==> src/rtl/fol_pkg.sv <==
// Package: codes and default sizes for the frequency ordered list.
`timescale 1ns / 1ps

package fol_pkg;

  localparam int DEPTH_DEF       = 16;
  localparam int COUNT_WIDTH_DEF = 16;

  localparam int MODE_W   = 2;
  localparam int VALUE_W  = 32;
  localparam int STATUS_W = 3;
  localparam int POS_W    = 4;
  localparam int COUNT_W  = 16;

  localparam logic [MODE_W-1:0] MODE_CLEAR  = 2'd0;
  localparam logic [MODE_W-1:0] MODE_APPEND = 2'd1;
  localparam logic [MODE_W-1:0] MODE_LOCATE = 2'd2;

  localparam logic [STATUS_W-1:0] ST_FOUND    = 3'd0;
  localparam logic [STATUS_W-1:0] ST_MISS     = 3'd1;
  localparam logic [STATUS_W-1:0] ST_APPENDED = 3'd2;
  localparam logic [STATUS_W-1:0] ST_FULL     = 3'd3;
  localparam logic [STATUS_W-1:0] ST_CLEARED  = 3'd4;

endpackage

==> src/rtl/frequency_ordered_list.sv <==
// Top level: count-ordered self-organizing table with a scan/shift sequencer.
// Sequence: clear, append, full and unused mode go straight to the output stage; a locate
// reads and compares entries from the head; on a hit, earlier entries shift back until
// a greater count stops it. Results wait while out_stall holds. One table read a step.
// Throughput: one item at a time; the next item is taken the cycle after the result loads.
// Reset: synchronous, active high; empties the table and drops any pending result.
`timescale 1ns / 1ps

module frequency_ordered_list #(
  parameter int DEPTH       = fol_pkg::DEPTH_DEF,
  parameter int COUNT_WIDTH = fol_pkg::COUNT_WIDTH_DEF
) (
  input  logic                               clk,
  input  logic                               rst,
  input  logic                               in_valid,
  output logic                               in_stall,
  input  logic [fol_pkg::MODE_W-1:0]         mode,
  input  logic signed [fol_pkg::VALUE_W-1:0] value,
  output logic                               out_valid,
  input  logic                               out_stall,
  output logic [fol_pkg::STATUS_W-1:0]       status,
  output logic [fol_pkg::POS_W-1:0]          position,
  output logic [fol_pkg::COUNT_W-1:0]        count
);

  localparam int IDX_W = (DEPTH > 1) ? $clog2(DEPTH) : 1;
  localparam int USE_W = $clog2(DEPTH + 1);
  localparam int VW    = fol_pkg::VALUE_W;
  localparam int PW    = (IDX_W > fol_pkg::POS_W) ? IDX_W : fol_pkg::POS_W;
  localparam int CW    = (COUNT_WIDTH > fol_pkg::COUNT_W) ? COUNT_WIDTH : fol_pkg::COUNT_W;

  localparam logic [2:0] S_IDLE     = 3'd0;
  localparam logic [2:0] S_SCAN_RD  = 3'd1;
  localparam logic [2:0] S_SCAN_CMP = 3'd2;
  localparam logic [2:0] S_MOVE_RD  = 3'd3;
  localparam logic [2:0] S_MOVE_CMP = 3'd4;
  localparam logic [2:0] S_FINAL    = 3'd5;
  localparam logic [2:0] S_DONE     = 3'd6;

  logic [2:0]             state;
  logic [USE_W-1:0]       used;
  logic [IDX_W-1:0]       idx;
  logic [VW-1:0]          key;
  logic [COUNT_WIDTH-1:0] hit_cnt;

  logic [fol_pkg::STATUS_W-1:0] res_status;
  logic [IDX_W-1:0]             res_pos;
  logic [COUNT_WIDTH-1:0]       res_cnt;

  // table memory: one write and one registered read per cycle
  logic [VW-1:0]          mem_val [DEPTH];
  logic [COUNT_WIDTH-1:0] mem_cnt [DEPTH];
  logic [IDX_W-1:0]       rd_addr;
  logic [VW-1:0]          rd_val;
  logic [COUNT_WIDTH-1:0] rd_cnt;
  logic                   wr_en;
  logic [IDX_W-1:0]       wr_addr;
  logic [VW-1:0]          wr_val;
  logic [COUNT_WIDTH-1:0] wr_cnt;

  logic                   accept;
  logic                   full;
  logic                   scan_last;
  logic [IDX_W-1:0]       idx_prev;
  logic [COUNT_WIDTH-1:0] cnt_inc;
  logic                   out_free;
  logic [PW-1:0]          pos_wide;
  logic [CW-1:0]          cnt_wide;

  assign in_stall  = rst || (state != S_IDLE);
  assign accept    = in_valid && !in_stall;
  assign full      = (used == USE_W'(DEPTH));
  assign scan_last = ((USE_W'(idx) + USE_W'(1)) == used);
  assign idx_prev  = idx - IDX_W'(1);
  assign cnt_inc   = (rd_cnt == {COUNT_WIDTH{1'b1}}) ? rd_cnt : rd_cnt + COUNT_WIDTH'(1);
  assign out_free  = !out_valid || !out_stall;
  assign pos_wide  = PW'(res_pos);
  assign cnt_wide  = CW'(res_cnt);

  always_comb begin
    rd_addr = idx;
    if (state == S_MOVE_RD) begin
      rd_addr = idx_prev;
    end
  end

  always_comb begin
    wr_en   = 1'b0;
    wr_addr = idx;
    wr_val  = key;
    wr_cnt  = hit_cnt;
    case (state)
      S_IDLE: begin
        if (accept && mode == fol_pkg::MODE_APPEND && !full) begin
          wr_en   = 1'b1;
          wr_addr = used[IDX_W-1:0];
          wr_val  = $unsigned(value);
          wr_cnt  = '0;
        end
      end
      S_MOVE_CMP: begin
        // shift the earlier entry one place toward the tail
        if (rd_cnt <= hit_cnt) begin
          wr_en  = 1'b1;
          wr_val = rd_val;
          wr_cnt = rd_cnt;
        end
      end
      S_FINAL: begin
        wr_en = 1'b1;
      end
      default: begin
        wr_en = 1'b0;
      end
    endcase
  end

  always_ff @(posedge clk) begin
    if (wr_en) begin
      mem_val[wr_addr] <= wr_val;
      mem_cnt[wr_addr] <= wr_cnt;
    end
    rd_val <= mem_val[rd_addr];
    rd_cnt <= mem_cnt[rd_addr];
  end

  always_ff @(posedge clk) begin
    if (rst) begin
      state <= S_IDLE;
      used  <= '0;
    end else begin
      case (state)
        S_IDLE: begin
          if (accept) begin
            res_pos <= '0;
            res_cnt <= '0;
            state   <= S_DONE;
            case (mode)
              fol_pkg::MODE_CLEAR: begin
                used       <= '0;
                res_status <= fol_pkg::ST_CLEARED;
              end
              fol_pkg::MODE_APPEND: begin
                if (full) begin
                  res_status <= fol_pkg::ST_FULL;
                end else begin
                  used       <= used + USE_W'(1);
                  res_status <= fol_pkg::ST_APPENDED;
                  res_pos    <= used[IDX_W-1:0];
                end
              end
              fol_pkg::MODE_LOCATE: begin
                res_status <= fol_pkg::ST_MISS;
                idx        <= '0;
                key        <= $unsigned(value);
                if (used != '0) begin
                  state <= S_SCAN_RD;
                end
              end
              default: begin
                res_status <= fol_pkg::ST_MISS;
              end
            endcase
          end
        end
        S_SCAN_RD: begin
          state <= S_SCAN_CMP;
        end
        S_SCAN_CMP: begin
          if (rd_val == key) begin
            hit_cnt <= cnt_inc;
            state   <= (idx == '0) ? S_FINAL : S_MOVE_RD;
          end else if (scan_last) begin
            state <= S_DONE;
          end else begin
            idx   <= idx + IDX_W'(1);
            state <= S_SCAN_RD;
          end
        end
        S_MOVE_RD: begin
          state <= S_MOVE_CMP;
        end
        S_MOVE_CMP: begin
          if (rd_cnt <= hit_cnt) begin
            idx   <= idx_prev;
            state <= (idx_prev == '0) ? S_FINAL : S_MOVE_RD;
          end else begin
            state <= S_FINAL;
          end
        end
        S_FINAL: begin
          res_status <= fol_pkg::ST_FOUND;
          res_pos    <= idx;
          res_cnt    <= hit_cnt;
          state      <= S_DONE;
        end
        S_DONE: begin
          if (out_free) begin
            state <= S_IDLE;
          end
        end
        default: begin
          state <= S_IDLE;
        end
      endcase
    end
  end

  // output register: load a staged result when the slot frees up
  always_ff @(posedge clk) begin
    if (rst) begin
      out_valid <= 1'b0;
    end else if (state == S_DONE && out_free) begin
      out_valid <= 1'b1;
      status    <= res_status;
      position  <= pos_wide[fol_pkg::POS_W-1:0];
      count     <= cnt_wide[fol_pkg::COUNT_W-1:0];
    end else if (!out_stall) begin
      out_valid <= 1'b0;
    end
  end

endmodule

==> config.mk <==
export PLATFORM = sky130hd
export DESIGN_NAME = frequency_ordered_list
export DESIGN_NICKNAME = d
export VERILOG_FILES = /design/src/rtl/fol_pkg.sv /design/src/rtl/frequency_ordered_list.sv
export SDC_FILE = /design/constraint.sdc
export NUM_CORES = 1
export LEC_CHECK = 0
export ABC_CLOCK_PERIOD_IN_PS = 5400
export BUFFER_PORTS_ARGS = -buffer_cell sky130_fd_sc_hd__buf_4
export CAP_MARGIN = 40
export CELL_PAD_IN_SITES_DETAIL_PLACEMENT = 1
export CELL_PAD_IN_SITES_GLOBAL_PLACEMENT = 2
export CORE_MARGIN = 2
export CORE_UTILIZATION = 41
export CTS_CLUSTER_SIZE = 24
export DETAILED_ROUTE_END_ITERATION = 8
export GPL_ROUTABILITY_DRIVEN = 0
export PLACE_DENSITY = 0.75
export SLEW_MARGIN = 15
export SYNTH_ARGS = -nofsm -noshare
export SYNTH_HDL_FRONTEND = slang
export SYNTH_SLANG_ARGS = --single-unit
==> constraint.sdc <==
create_clock -name clk -period 5.4 [get_ports clk]
set_clock_uncertainty 0.2 [all_clocks]
set_input_delay 1.35 -clock clk [delete_from_list [all_inputs] [get_ports clk]]
set_output_delay 1.35 -clock clk [all_outputs]
set_load 0.05 [all_outputs]
Word level (Yosys, flattened, before mapping):

Memories as Yosys holds them, arrays and structs flattened. A register that Yosys moved wholly into a read port is not among the register bits.
Cells that the tools add are included.

* add/sub/neg operators: 5
* magnitude comparators: 1
* eq/ne operators: 20
* mux-type cells: 45
* bitwise gates (word level): 1
* reduce and logical (&&, ||, !) cells: 26

Operator list (number)
* $mux W16: 4
* $mux W32: 2
* $pmux W16 S2: 2
* $pmux W32 S2: 1
* $mux W4: 11
* $eq A32 B32 Y1: 1
* $mux W3: 10
* $pmux W3 S7: 1
* $add A16 B1 Y16 const B: 1
* $eq A16 B16 Y1 const B: 1
* $le A16 B16 Y1: 1
* $ne A2 B2 Y1 const B: 6
* $pmux W3 S2: 2
* $pmux W4 S3: 1
* $pmux W5 S2: 1
* $eq A3 B3 Y1 const B: 3
* $logic_not A4 Y1: 2
* $pmux W4 S2: 1
* $reduce_and A4 Y1: 2
* $mux W1: 7
* $reduce_and A7 Y1: 1
* $eq A3 B2 Y1 const B: 2
* $reduce_and A3 Y1: 2
* $reduce_bool A3 Y1: 2
* other kinds (21): 31

* register bits: 107
* memory bits (writable): 768
* input port bits: 38
* output and inout bits: 25
* logic and storage cells: 112
* memories: 2

Memory list
* mem_val: depth 16, width 32, read ports 1, clocked after Yosys merged registers in 1, wr ports 1, RTL line frequency_ordered_list.sv:51 `logic [VW-1:0] mem_val [DEPTH];`
* mem_cnt: depth 16, width 16, read ports 1, clocked after Yosys merged registers in 1, wr ports 1, RTL line frequency_ordered_list.sv:52 `logic [COUNT_WIDTH-1:0] mem_cnt [DEPTH];`

Longest topological paths before layout:

* word-level depth: 10
* gate-level depth with buffers: 14
* depth with buffers taken out: 8

Least setup slack after synthesis:

OpenSTA, ideal clock, no wires.

* kind: input to register
* start: input port rst
* end: memory mem_cnt[15][0] (netlist name), enable pin
* library setup time: 0.470 ns
* data arrival time: 5.068 ns
* data required time: 4.730 ns
* slack: -0.338 ns
* cell stages on the path: 9
* path buffers: 2
* cell sequence: nor4_4 > inv_2 > nor4_4 > buf_6 > buf_4 > nand3_1 > o31ai_1 > nand2_1 > a21oi_1

* longest elaborated chain between the ends: 9
* elaborated cells on any way between the ends: 11
* those cells by class: mux (6); reduce/logical (5)

RTL lines
* from (decl): RTL line frequency_ordered_list.sv:14 `input logic rst,`
* $logic_or A1 B1 Y1 (*): RTL line frequency_ordered_list.sv:70 `assign in_stall = rst || (state != S_IDLE);`
* via in_stall: RTL line frequency_ordered_list.sv:16 `output logic in_stall,`
* $logic_not A1 Y1 (*): RTL line frequency_ordered_list.sv:71 `assign accept = in_valid && !in_stall;`
* $logic_and A1 B1 Y1 (*): RTL line frequency_ordered_list.sv:71
* $logic_and A1 B1 Y1 (*) (2 in a row): RTL line frequency_ordered_list.sv:94 `if (accept && mode == fol_pkg::MODE_APPEND && !full) begin`
* $mux W1: RTL line frequency_ordered_list.sv:94
* $pmux W1 S3: RTL line frequency_ordered_list.sv:92 `case (state)`
* $mux W1: RTL line frequency_ordered_list.sv:119 `if (wr_en) begin`
* $mux W1 (implied by the code): RTL line frequency_ordered_list.sv:121 `mem_cnt[wr_addr] <= wr_cnt;`
* to (decl): RTL line frequency_ordered_list.sv:52

Mark *: on every way through the listed nets, which the timed path passes. The rest lies on a longest branch.

Worst setup path after layout:

* start: input port rst
* end: memory mem_cnt[5][2] (netlist name), enable pin

* longest elaborated chain between the ends: 9
* elaborated cells on any way between the ends: 11
* those cells by class: mux (6); reduce/logical (5)

RTL lines (RTL line)
* $logic_or A1 B1 Y1 (*): frequency_ordered_list.sv:70
* $logic_not A1 Y1 (*): frequency_ordered_list.sv:71
* $logic_and A1 B1 Y1 (*): frequency_ordered_list.sv:71
* $logic_and A1 B1 Y1 (*) (2 in a row): frequency_ordered_list.sv:94
* $mux W1: frequency_ordered_list.sv:94
* $pmux W1 S3: frequency_ordered_list.sv:92
* $mux W1: frequency_ordered_list.sv:119
* $mux W1 (implied by the code): frequency_ordered_list.sv:121

Every way passes the cells marked *; elsewhere a longest branch is shown, timed or not.

==> results.toml <==
[status]
run_status = "finished clean"

[drt]
drtPass1Iterations = 6
met3_length_mm = 7.97
vias = 25300
highest_layer = "met5"
detail-route-antenna-nets = 0
wl_per_cell_um = 27.5
met1_length_mm = 48.7
drc = 0
viasPerCell = 6.10
drt_wl_total_mm = 114
wl_met2_mm = 53.9
first_iter_violations = 2328

[die]
start_util = 0.414
fp.dieW_um = 308
rows = 111
core_sq_mm = 0.0918
ios = 63
die-area_sq_mm = 0.0951
die_h_um = 308

[setup_path]
critPathSlowestCell = "nor4_4"
worst-path-buf-inv = 3
crit_path_start_kind = "primary input"
critical_path_class = "in2reg"
crit_arrival_ns = 4.45
crit_path_cell_trace = "buf_4 -> nor4_4 -> inv_2 -> nor4_4 -> nand3b_1 -> o21ai_1 -> nand2_1 -> a21oi_4 -> buf_4"
crit_path_max_incr_delay_ns = 0.77
ff2ff_path_depth = 9
crit_fanout = 30
cp-end-kind = "flop"
cp.depth = 9
path_delay_family = "simple AND/OR/NAND/NOR gates"
cp_data_required_time_ns = 5.49

[power]
power_leakage_nw = 14.2
power.density_mw_per_mm2 = 522
vdd_drop_max_v = 0.000312

[yosys]
synthesis.nets = 2854
ys_dominant_reg_cell = "edfxtp_1"
synth_edf_count = 866
synth_top_area_frac = 0.684
async_reset_ff_frac = 0
yosysUniqueCellTypes = 67
avgSynthCellArea_sq_um = 13.6
yosysWarnings = 0
ys_ff_latch = 923
synthCells = 2794
ys_seq_area_frac = 0.714
synth_area_sq_mm = 0.0380
yosysTopAreaCell = "edfxtp_1"
synth_area_leaders = "edfxtp_1, nand3_1, a221oi_1, nand2_1, dfxtp_1"

[layout]
syn_to_final_growth_pct = 15.0
num_antenna_cells = 0
fin_util = 0.476
drive_gt1_frac = 0.117
nFillCells = 9041
finish.instance_area_sq_mm = 0.0437
nNetsFinal = 2884
final_cell_count_no_fill = 4150

[grt]
antenna_found_initial = 3
grt_pass1_vias = 26400
grt_usage = 0.241
overflow = 0
grt_pass1_wl_mm = 170
grt_max_degree = 190

[hold_path]
whs_path_depth = 0
hp-class = "reg2reg"

[sta]
worst_pin_slew_ns = 0.967
fin_tns_setup_ns = 0
post-route-min-period_ns = 4.36
hold_violations = 0
maxSlewViolCount = 0
finalCritPeriodShare = 0.807
grt_setup_unrepaired = "no"
max-slew-margin-rel = 0.355
setup_viol = 0
layout_setup_ws_ns = 1.04
max_freq_mhz = 229

[run]
cap_violations = 0

[place]
portBuffers = 62
dpl_cell_area_sq_mm = 0.0405
pre_cts_ws_ns = 0.369
hpwl_mm = 63.7
dp_cells = 3966

[clock_tree]
clockRootBuffer = "clkbuf_16"
ctsHoldBuffers = 0
htreeDepth = 3
cts_tree = "yes"
cts_resized = 0
insertion_delay_ns = 0.69
clkTransAtPathRegs_ns = 0.06
clock_sinks = 923
clockBufferDepth = 3
cts-buffers-inserted = 97
cts_setup_buffers = 0
## per-stage QoR
step                hold slack [ns]  total power [mW]
finish                        0.219              22.8
global route                  0.226              23.7
CTS                           0.219              22.8
detailed placement            0.206              16.2
global placement              0.202              15.9
floorplan                     0.200              13.6
## kinds of logic after synthesis
group | after synthesis | synth area share
AND/OR/NAND/NOR | 1034 | 0.127
flip-flops | 923 | 0.714
AO/OA/AOI/OAI | 468 | 0.0961
buffers and inverters | 237 | 0.0270
XOR/XNOR | 58 | 0.0142
multiplexers | 52 | 0.0138
adder cells (fa/ha/maj) | 22 | 0.00724
## flip-flops by register name, indices dropped and copies added, names as in the netlist, 4 cells and up
register,flops
position,4
mem_val,512
hit_cnt,16
key,32
count,16
pos_wide,4
cnt_wide,16
rd_cnt,16
mem_cnt,256
used,5
rd_val,32
idx,4
## worst paths after layout
| path | start | to | slack (ns) |
|---|---|---|---|
| setup / recovery | rst | mem_cnt[5][2]$_DFFE_PP_ | 1.04 |
| hold / removal | cnt_wide[9]$_SDFFCE_PN0P_ | count[9]$_DFFE_PP_ | 0.22 |
| setup reg to reg | used[1]$_SDFFE_PP0P_ | mem_cnt[5][2]$_DFFE_PP_ | 1.05 |
| hold reg to reg | cnt_wide[9]$_SDFFCE_PN0P_ | count[9]$_DFFE_PP_ | 0.22 |
## cell usage after synthesis, types with 20 or more instances
cell type and n:
clkbuf_1 114, nand4_1 64, and2_1 37, a221o_1 32, edfxtp_1 866, a21oi_1 33
o21ai_0 47, nand2_1 343, buf_2 73, a221oi_1 189, nor2_1 141, xnor2_1 49
nand3_1 398, ha_1 22, dfxtp_1 57, o22ai_1 51, inv_1 20, mux2i_1 48
a32oi_1 48
## power breakdown
group / switching [mW] / internal (mW) / leakage [nW] / total (mW)
Clock: 2.84 / 3.82 / 1.53 / 6.66
Combinational: 4.79 / 1.93 / 4.40 / 6.71
Sequential: 0.312 / 9.10 / 8.30 / 9.42
Total: 7.94 / 14.9 / 14.2 / 22.8
## routing by layer
metal / GRT usage / up-vias
met5: 0 / -
met4: 0.0804 / 2
met3: 0.0445 / 212
met2: 0.390 / 901
met1: 0.326 / 13200
li1: - / 11000
## cell usage in the layout, fill, tap and decap left out, drive strengths merged, types with 3 or more instances in the layout
master | Yosys | final
a211oi | 3 | 3
a21oi | 33 | 33
a221o | 32 | 32
a221oi | 189 | 189
a22o | 16 | 16
a32oi | 48 | 48
a41oi | 3 | 3
and2 | 37 | 37
and3 | 5 | 5
buf | 99 | 145
bufinv | 0 | 6
clkbuf | 115 | 146
clkinv | 0 | 23
clkinvlp | 0 | 4
dfxtp | 57 | 57
edfxtp | 866 | 866
ha | 22 | 22
inv | 23 | 26
mux2 | 4 | 4
mux2i | 48 | 48
nand2 | 343 | 343
nand2b | 5 | 5
nand3 | 398 | 398
nand3b | 4 | 4
nand4 | 65 | 65
nor2 | 143 | 143
nor2b | 8 | 8
nor3 | 8 | 8
nor4 | 7 | 7
o211ai | 4 | 4
o21a | 3 | 3
o21ai | 67 | 67
o22ai | 51 | 51
o31ai | 4 | 4
xnor2 | 53 | 53
xor2 | 5 | 5
## layout make-up
cell class	instances	area, sq um	share of cell area
tap	1243	1560	0.0356
clock buffer	146	2750	0.0630
clock inverter	36	415	0.00951
sequential	923	27100	0.621
inverter	23	88.8	0.00203
timing repair buffer	145	1580	0.0363
multi-input combinational	1634	10200	0.232
## worst reg2reg max path, delay by kind of cell (launching register included)
kind,cells,cell delay (ns)
buf+inv,2,0.83
compound gates,2,0.89
simple gates,4,1.32
fa+ha+maj,1,0.24
flops,1,0.48
Power figures use the tool's default switching activity.
